--- src/rtl/imuss_pkg.sv ---
`timescale 1ns / 1ps
// ----------------------------------------------------------------------------
// imuss_pkg
// Shared types, register indexes and arithmetic helpers of the sample scaler.
// ----------------------------------------------------------------------------
package imuss_pkg;

    // register indexes on the write port
    localparam logic [2:0] REG_AXIS_MAP    = 3'd0;
    localparam logic [2:0] REG_ACCEL_SCALE = 3'd1;
    localparam logic [2:0] REG_GYRO_SCALE  = 3'd2;
    localparam logic [2:0] REG_TEMP_INV    = 3'd3;
    localparam logic [2:0] REG_TEMP_OFFSET = 3'd4;
    localparam logic [2:0] REG_CALIB_COUNT = 3'd5;

    // axis map codes
    localparam logic [1:0] AX_PLUS  = 2'd1;
    localparam logic [1:0] AX_MINUS = 2'd3;

    // quotient bits of the bias mean
    localparam int DIV_STEPS = 40;
    localparam int CNT_W     = $clog2(DIV_STEPS + 1);

    typedef enum logic [5:0] {
        ST_IDLE = 6'b000001,
        ST_MAP  = 6'b000010,
        ST_MUL  = 6'b000100,
        ST_FIN  = 6'b001000,
        ST_DIV  = 6'b010000,
        ST_LOAD = 6'b100000
    } state_t;

    // sequencer controls to the lanes and the temperature unit
    typedef struct packed {
        logic map_en;
        logic mul_en;
        logic fin;
        logic calib;
        logic upd;
        logic div_step;
        logic div_done;
    } lane_ctl_t;

    // signed sum of three counts selected by one map row
    function automatic logic signed [17:0] map_row(input logic [5:0] codes,
                                                   input logic signed [15:0] v0,
                                                   input logic signed [15:0] v1,
                                                   input logic signed [15:0] v2);
        logic signed [17:0] acc;
        logic signed [17:0] e [3];
        e[0] = 18'(v0);
        e[1] = 18'(v1);
        e[2] = 18'(v2);
        acc  = '0;
        for (int c = 0; c < 3; c++) begin
            if (codes[2*c +: 2] == AX_PLUS) acc = acc + e[c];
            else if (codes[2*c +: 2] == AX_MINUS) acc = acc - e[c];
        end
        return acc;
    endfunction

    // apply sign to a magnitude and saturate to 32 bits
    function automatic logic signed [31:0] sat_mag(input logic neg, input logic [41:0] mag);
        logic signed [31:0] r;
        if (!neg) r = (mag > 42'h07FFFFFFF) ? 32'sh7FFFFFFF : $signed(mag[31:0]);
        else      r = (mag > 42'h080000000) ? 32'sh80000000 : $signed(-mag[31:0]);
        return r;
    endfunction

    // saturate a signed 44-bit value to 32 bits
    function automatic logic signed [31:0] sat44(input logic signed [43:0] v);
        logic signed [31:0] r;
        if (v > 44'sh0007FFFFFFF)      r = 32'sh7FFFFFFF;
        else if (v < -44'sh00080000000) r = 32'sh80000000;
        else                            r = v[31:0];
        return r;
    endfunction

endpackage

--- src/rtl/imuss_temp.sv ---
`timescale 1ns / 1ps
// ----------------------------------------------------------------------------
// imuss_temp
// Die temperature: (counts - offset) * inverse scale + offset.
// ----------------------------------------------------------------------------
module imuss_temp import imuss_pkg::*; (
    input  logic               aclk,
    input  lane_ctl_t          ctl,
    input  logic signed [15:0] temp_raw,
    input  logic [31:0]        temp_inv_scale,
    input  logic signed [31:0] temp_offset,
    output logic signed [31:0] temperature
);

    logic signed [33:0] d;
    logic               neg_reg, pneg_reg;
    logic [32:0]        mag_reg;
    logic [64:0]        p_reg;
    logic [65:0]        r;
    logic signed [42:0] t;

    assign d = $signed({{2{temp_raw[15]}}, temp_raw, 16'b0}) - 34'(temp_offset);

    always_ff @(posedge aclk) begin
        if (ctl.map_en) begin
            neg_reg <= d[33];
            mag_reg <= d[33] ? 33'(-d) : d[32:0];
        end
        if (ctl.mul_en) begin
            p_reg    <= 65'(mag_reg) * 65'(temp_inv_scale);
            pneg_reg <= neg_reg;
        end
    end

    // round, restore offset, saturate
    assign r           = 66'(p_reg) + 66'h800000;
    assign t           = pneg_reg ? -$signed({1'b0, r[65:24]}) : $signed({1'b0, r[65:24]});
    assign temperature = sat44(44'(t) + 44'(temp_offset));

endmodule

--- config.mk ---
export PLATFORM = sky130hd
export DESIGN_NAME = imuss_temp
export DESIGN_NICKNAME = d
export VERILOG_FILES = /design/src/rtl/imuss_pkg.sv /design/src/rtl/imuss_temp.sv
export SDC_FILE = /design/constraint.sdc
export NUM_CORES = 2
export LEC_CHECK = 0
export BUFFER_PORTS_ARGS = -buffer_cell sky130_fd_sc_hd__buf_2
export CAP_MARGIN = 20
export CORE_MARGIN = 1.5
export CORE_UTILIZATION = 55
export CTS_CLUSTER_DIAMETER = 120
export DETAILED_ROUTE_END_ITERATION = 10
export GPL_ROUTABILITY_DRIVEN = 0
export PLACE_DENSITY = 0.7
export SLEW_MARGIN = 20
export SYNTH_ARGS = -nofsm -noshare
export SYNTH_HDL_FRONTEND = slang
export SYNTH_SLANG_ARGS = --single-unit
--- constraint.sdc ---
create_clock -name aclk -period 10.2 [get_ports aclk]
set_input_delay 0.51 -clock aclk [delete_from_list [all_inputs] [get_ports aclk]]
set_output_delay 0.51 -clock aclk [all_outputs]
set_load 0.05 [all_outputs]
[Word-level counts from Yosys, hierarchy flattened]
Index checks and enable logic that the tools add are counted.
Cells by class
  add/subtract/negate cells: 5
  $mul: 1
  $lt $le $gt $ge: 2
  mux-type cells: 4
Operators with widths (number)
  $add 65x24->66 const B: 1
  $mul 33x32->65: 1
  $mux 32: 2
  $add 43x32->44: 1
  $gt 44x32->1 const B: 1
  $lt 44x32->1 const B: 1
  $mux 43: 1
  $neg 42->43: 1
  $mux 33: 1
  $neg 33->33: 1
  $sub 32x32->33: 1
Storage, ports and cells
  register bits: 100
  bits of input ports: 88
  output and inout port bits: 32
  word-level logic and storage cells: 16

[Depth between registers and ports, before layout]
  depth after elaboration: 7
  gate-level depth with buffers: 29

[Worst setup path after synthesis]
No wires, ideal clock.
  kind: input to register
  from: input temp_inv_scale[2]
  to: register p_reg[64] (data pin)
  setup time: 0.260 ns
  arrival time: 7.360 ns
  required time: 9.940 ns
  path slack: 2.580 ns
  stages: 27
  path buffers: 1
  cell sequence: clkbuf_1 -> and2_1 -> fa_1 -> inv_1 -> fa_1 -> fa_1 -> fa_1 -> inv_1 -> fa_1 -> inv_1 -> fa_1 -> inv_1 -> fa_1 -> inv_1 -> fa_1 -> inv_1 -> ha_1 -> nand4_1 -> nor2_1 -> a41oi_1 -> a41oi_1 -> a31oi_1 -> a311oi_1 -> o41ai_2 -> a211oi_1 -> o41a_1 -> xnor2_1
Between the ends
  cells in the longest elaborated chain, start to end: 1
Ends and longest elaborated chain
  from (decl): RTL line imuss_temp.sv:10  | input logic [31:0] temp_inv_scale,
  $mul 33x32->65: RTL line imuss_temp.sv:30  | p_reg <= 65'(mag_reg) * 65'(temp_inv_scale);
  to (signal assigned): RTL line imuss_temp.sv:30
  to (decl): RTL line imuss_temp.sv:18  | logic [64:0] p_reg;
No other way between the ends.
A chain may end at the register's enable or synchronous reset.

[Worst setup path in the final report]
  from: register mag_reg[4]
  to: register p_reg[63] (data pin)
Between the ends
  cells in the longest elaborated chain, start to end: 1
Ends and longest elaborated chain
  from (decl): RTL line imuss_temp.sv:17  | logic [32:0] mag_reg;
  from (signal assigned): RTL line imuss_temp.sv:27  | mag_reg <= d[33] ? 33'(-d) : d[32:0];
  $mul 33x32->65: RTL line imuss_temp.sv:30
No other way between the ends.

==> metrics.md <==
| Metric | Value |
|---|---|
| Site Rows | around 100 |
| Crit-path slowest cell | edfxtp_1 |
| RSZ-0062 raised after global routing | no |
| Top_reg_cell synth | edfxtp_1 |
| Max Fclk | 110 MHz |
| Initial Util | 0.557 |
| Core area | 76200 sq um |
| Critical hold path startpoint | neg_reg |
| Post-route minimum period | just over 9 ns |
| Die height | 281 um |
| Synthesized area per cell | 8.81 sq um |
| Hold Path Class | reg -> reg |
| CTS resizes | 0 |
| Number of synthesized register bits | 77 |
| Largest net degree at the start of global routing | 46 |
| Setup CP Type | reg -> reg |
| Setup crit start | mag_reg[4] |
| Setup Buffers After CTS | 0 |
| Synth top area cells | fa_1 (44%), ha_1 (9.6%), inv_1 (8.7%) |
| H-tree depth reported by CTS | 3 |
| Yosys Warn Count | 0 |
| Dpl hpwl | ~88 mm |
| Initial DRC Count | roughly 2100 |
| # port buffers | 114 |
| Antenna Violating Nets Remaining | 0 |
| Maximum Capacitance Violations | 0 |
| Post-Route WL | about 110 mm |
| Sequential element share of the synthesized area | 0.0544 |
| Max incr delay on CP | approximately 1.1 ns |
| Clock latency on the worst-skew pair | 0.36 ns |
| CTS Sinks | a little under 80 |
| Share of flip-flops with an asynchronous set or reset | 0 |
| CP Capture Point | p_reg[63] |
| Filler cell count | 6830 |
| Layout cell share with drive strength beyond 1 | 0.0474 |
| Post-route clock period utilization | 0.889 |
| Root Driver | clkbuf_16 |
| Worst EP required | just over 10 ns |
| Seq. cell area | about 2300 sq um |
| Count leader, synth | inv_1 |
| Reg-to-reg critical path startpoint | mag_reg[4] |
| Setup slack, reg-to-reg | roughly 1.1 ns |
| M2 GR Usage | 0.502 |
| CP Launch Type | flip-flop |
| Count of final setup violators | 0 |
| Clk pin slew, worst setup/hold paths | around 0.060 ns |
| # DRC | 0 |
| Setup crit end kind | flip-flop |
| Syn Inst Count | between 4000 and 5000 |
| CTS Buf Count | 9 |
| Hold-fix buffers at CTS | 0 |
| Routing usage on met1 | 0.376 |
| Status | finished, final reports clean |
| Post-synth EDFFs | 77 |
| Max-slew violations | 0 |
| Initial antenna violation count | 8 |
| Most used cell, CP | fa_1 |
| Yosys top cell area share | 0.436 |
| Area of the multi-input gates | around 35000 sq um |
| Most crowded layer after global routing | met2 |
| Flip-flop count of the largest register after layout | 42 |
| Capturing point of the worst reg2reg path | p_reg[63] |
| Critical Path AT | 9.18 ns |
| All-Layer GR Usage | 0.289 |
| Worst-path cell chain | buf_4, nand2_1, fa_1, inv_1, fa_1, fa_1, fa_1, fa_1, fa_1, fa_1, inv_1, fa_1, inv_1, ha_1, nand2_1, o21ai_0, nor2_1, a2111oi_0, o2111ai_1, a311oi_1, o41ai_2, o21ai_1, a41oi_1, xnor2_1 |
| Ports | between 100 and 150 |
| Nets@finish | approximately 6100 |
| Slew @ Worst Pin | 1.19 ns |
| Clock Path Buffers | 2 |
| First-pass GRT wire length | approximately 180 mm |
| Hold depth | 0 |
| Area grow syn2layout | 3.76% |
| Maximum fanout along the worst path | 25 |
| Netlist cell types | 91 |
| GR Util met3 | 0.0370 |
| Die Width | about 280 um |
| R2R depth | 24 |
| Final hold violations | 0 |
| Vias in the first global route | around 34000 |
| Yosys top cell by area | fa_1 |
| DR pass1 iterations | 5 |
| Syn Nets | ~6200 |
| WL per Instance | approximately 19 um |
| Most frequent cells after synthesis | inv_1 (985), fa_1 (926), nand2_1 (687), and2_1 (499), ha_1 (325) |
| Die area | roughly 80000 sq um |
| Setup TNS | 0 ns |
| Grt ovf | 0 |
| Vias per cell | approximately 5.6 |
| Clk_skew | between 0.007 and 0.008 ns |
| Relative slew slack | 0.208 |
| Synthesized area | 42500 sq um |
| Via count | approximately 32000 |
| CTS tree | yes |
-- worst max-delay path: cells and delay by family, from the launching register on --
family	cells	cell delay (ns)
fa+ha+maj	9	4.29
flops	1	1.13
simple gates	3	0.35
xor+xnor	1	0.16
buf+inv	4	0.53
compound gates	7	2.32
-- stage by stage --
| step | area, sq um | worst slack [ns] | hold WS [ns] | util | instances |
|---|---|---|---|---|---|
| 3_5_place_dp | 43700 | 1.24 | 0.410 | 0.574 | 5759 |
| 6_report | 44100 | 1.13 | 0.424 | 0.578 | 5779 |
| 2_1_floorplan | 42500 | 2.58 | 0.400 | - | 4820 |
| 3_3_place_gp | 43700 | 1.24 | 0.402 | 0.574 | 5759 |
| 4_1_cts | 44000 | 1.27 | 0.425 | 0.578 | 5775 |
| 5_1_grt | 44100 | 0.919 | 0.437 | 0.578 | 5778 |
-- worst min path at each step --
stage,to
after floorplan,pneg_reg
after global placement,pneg_reg
after detailed placement,pneg_reg
after CTS,pneg_reg
after global routing,mag_reg[0]
final,pneg_reg
-- per-layer routing --
metal | vias up | share of wire
li1 | 14542 | -
met1 | 16494 | 0.41
met2 | 1027 | 0.50
met3 | 212 | 0.061
met4 | 12 | 0.032
met5 | - | 0.00079
-- placed cells by master (no fill, tap or decap), types with 34 or more instances in the layout --
master,netlist,final
inv_1,985,985
fa_1,926,926
nand2_1,687,687
and2_1,499,499
ha_1,325,325
xnor2_1,136,136
o21ai_0,125,125
a21oi_1,120,120
buf_2,17,114
nor2_1,100,100
xor2_1,77,77
edfxtp_1,77,77
nand3_1,60,60
buf_4,4,51
a21o_1,37,37
nor3_1,34,34
-- final cells by class --
class / count / area share
Multi-Input combinational cell: 3503 / 0.805
Inverter: 985 / 0.0839
Sequential cell: 77 / 0.0525
Tap cell: 1030 / 0.0292
Timing Repair Buffer: 167 / 0.0223
Clock buffer: 9 / 0.00511
Clock inverter: 7 / 0.00167
Antenna cell: 1 / 0.0000568
-- cell families after synthesis --
logic type | synth area share
buffers and inverters | 0.111
adders and majority gates | 0.532
AOI/OAI and AO/OA | 0.0715
DFF | 0.0544
muxes | 0.00197
xor gates and xnor gates | 0.0439
and+or+nand+nor | 0.185
Power is not shown: default switching activity piles up to over one toggle a cycle in this logic, so the estimate is an artifact.
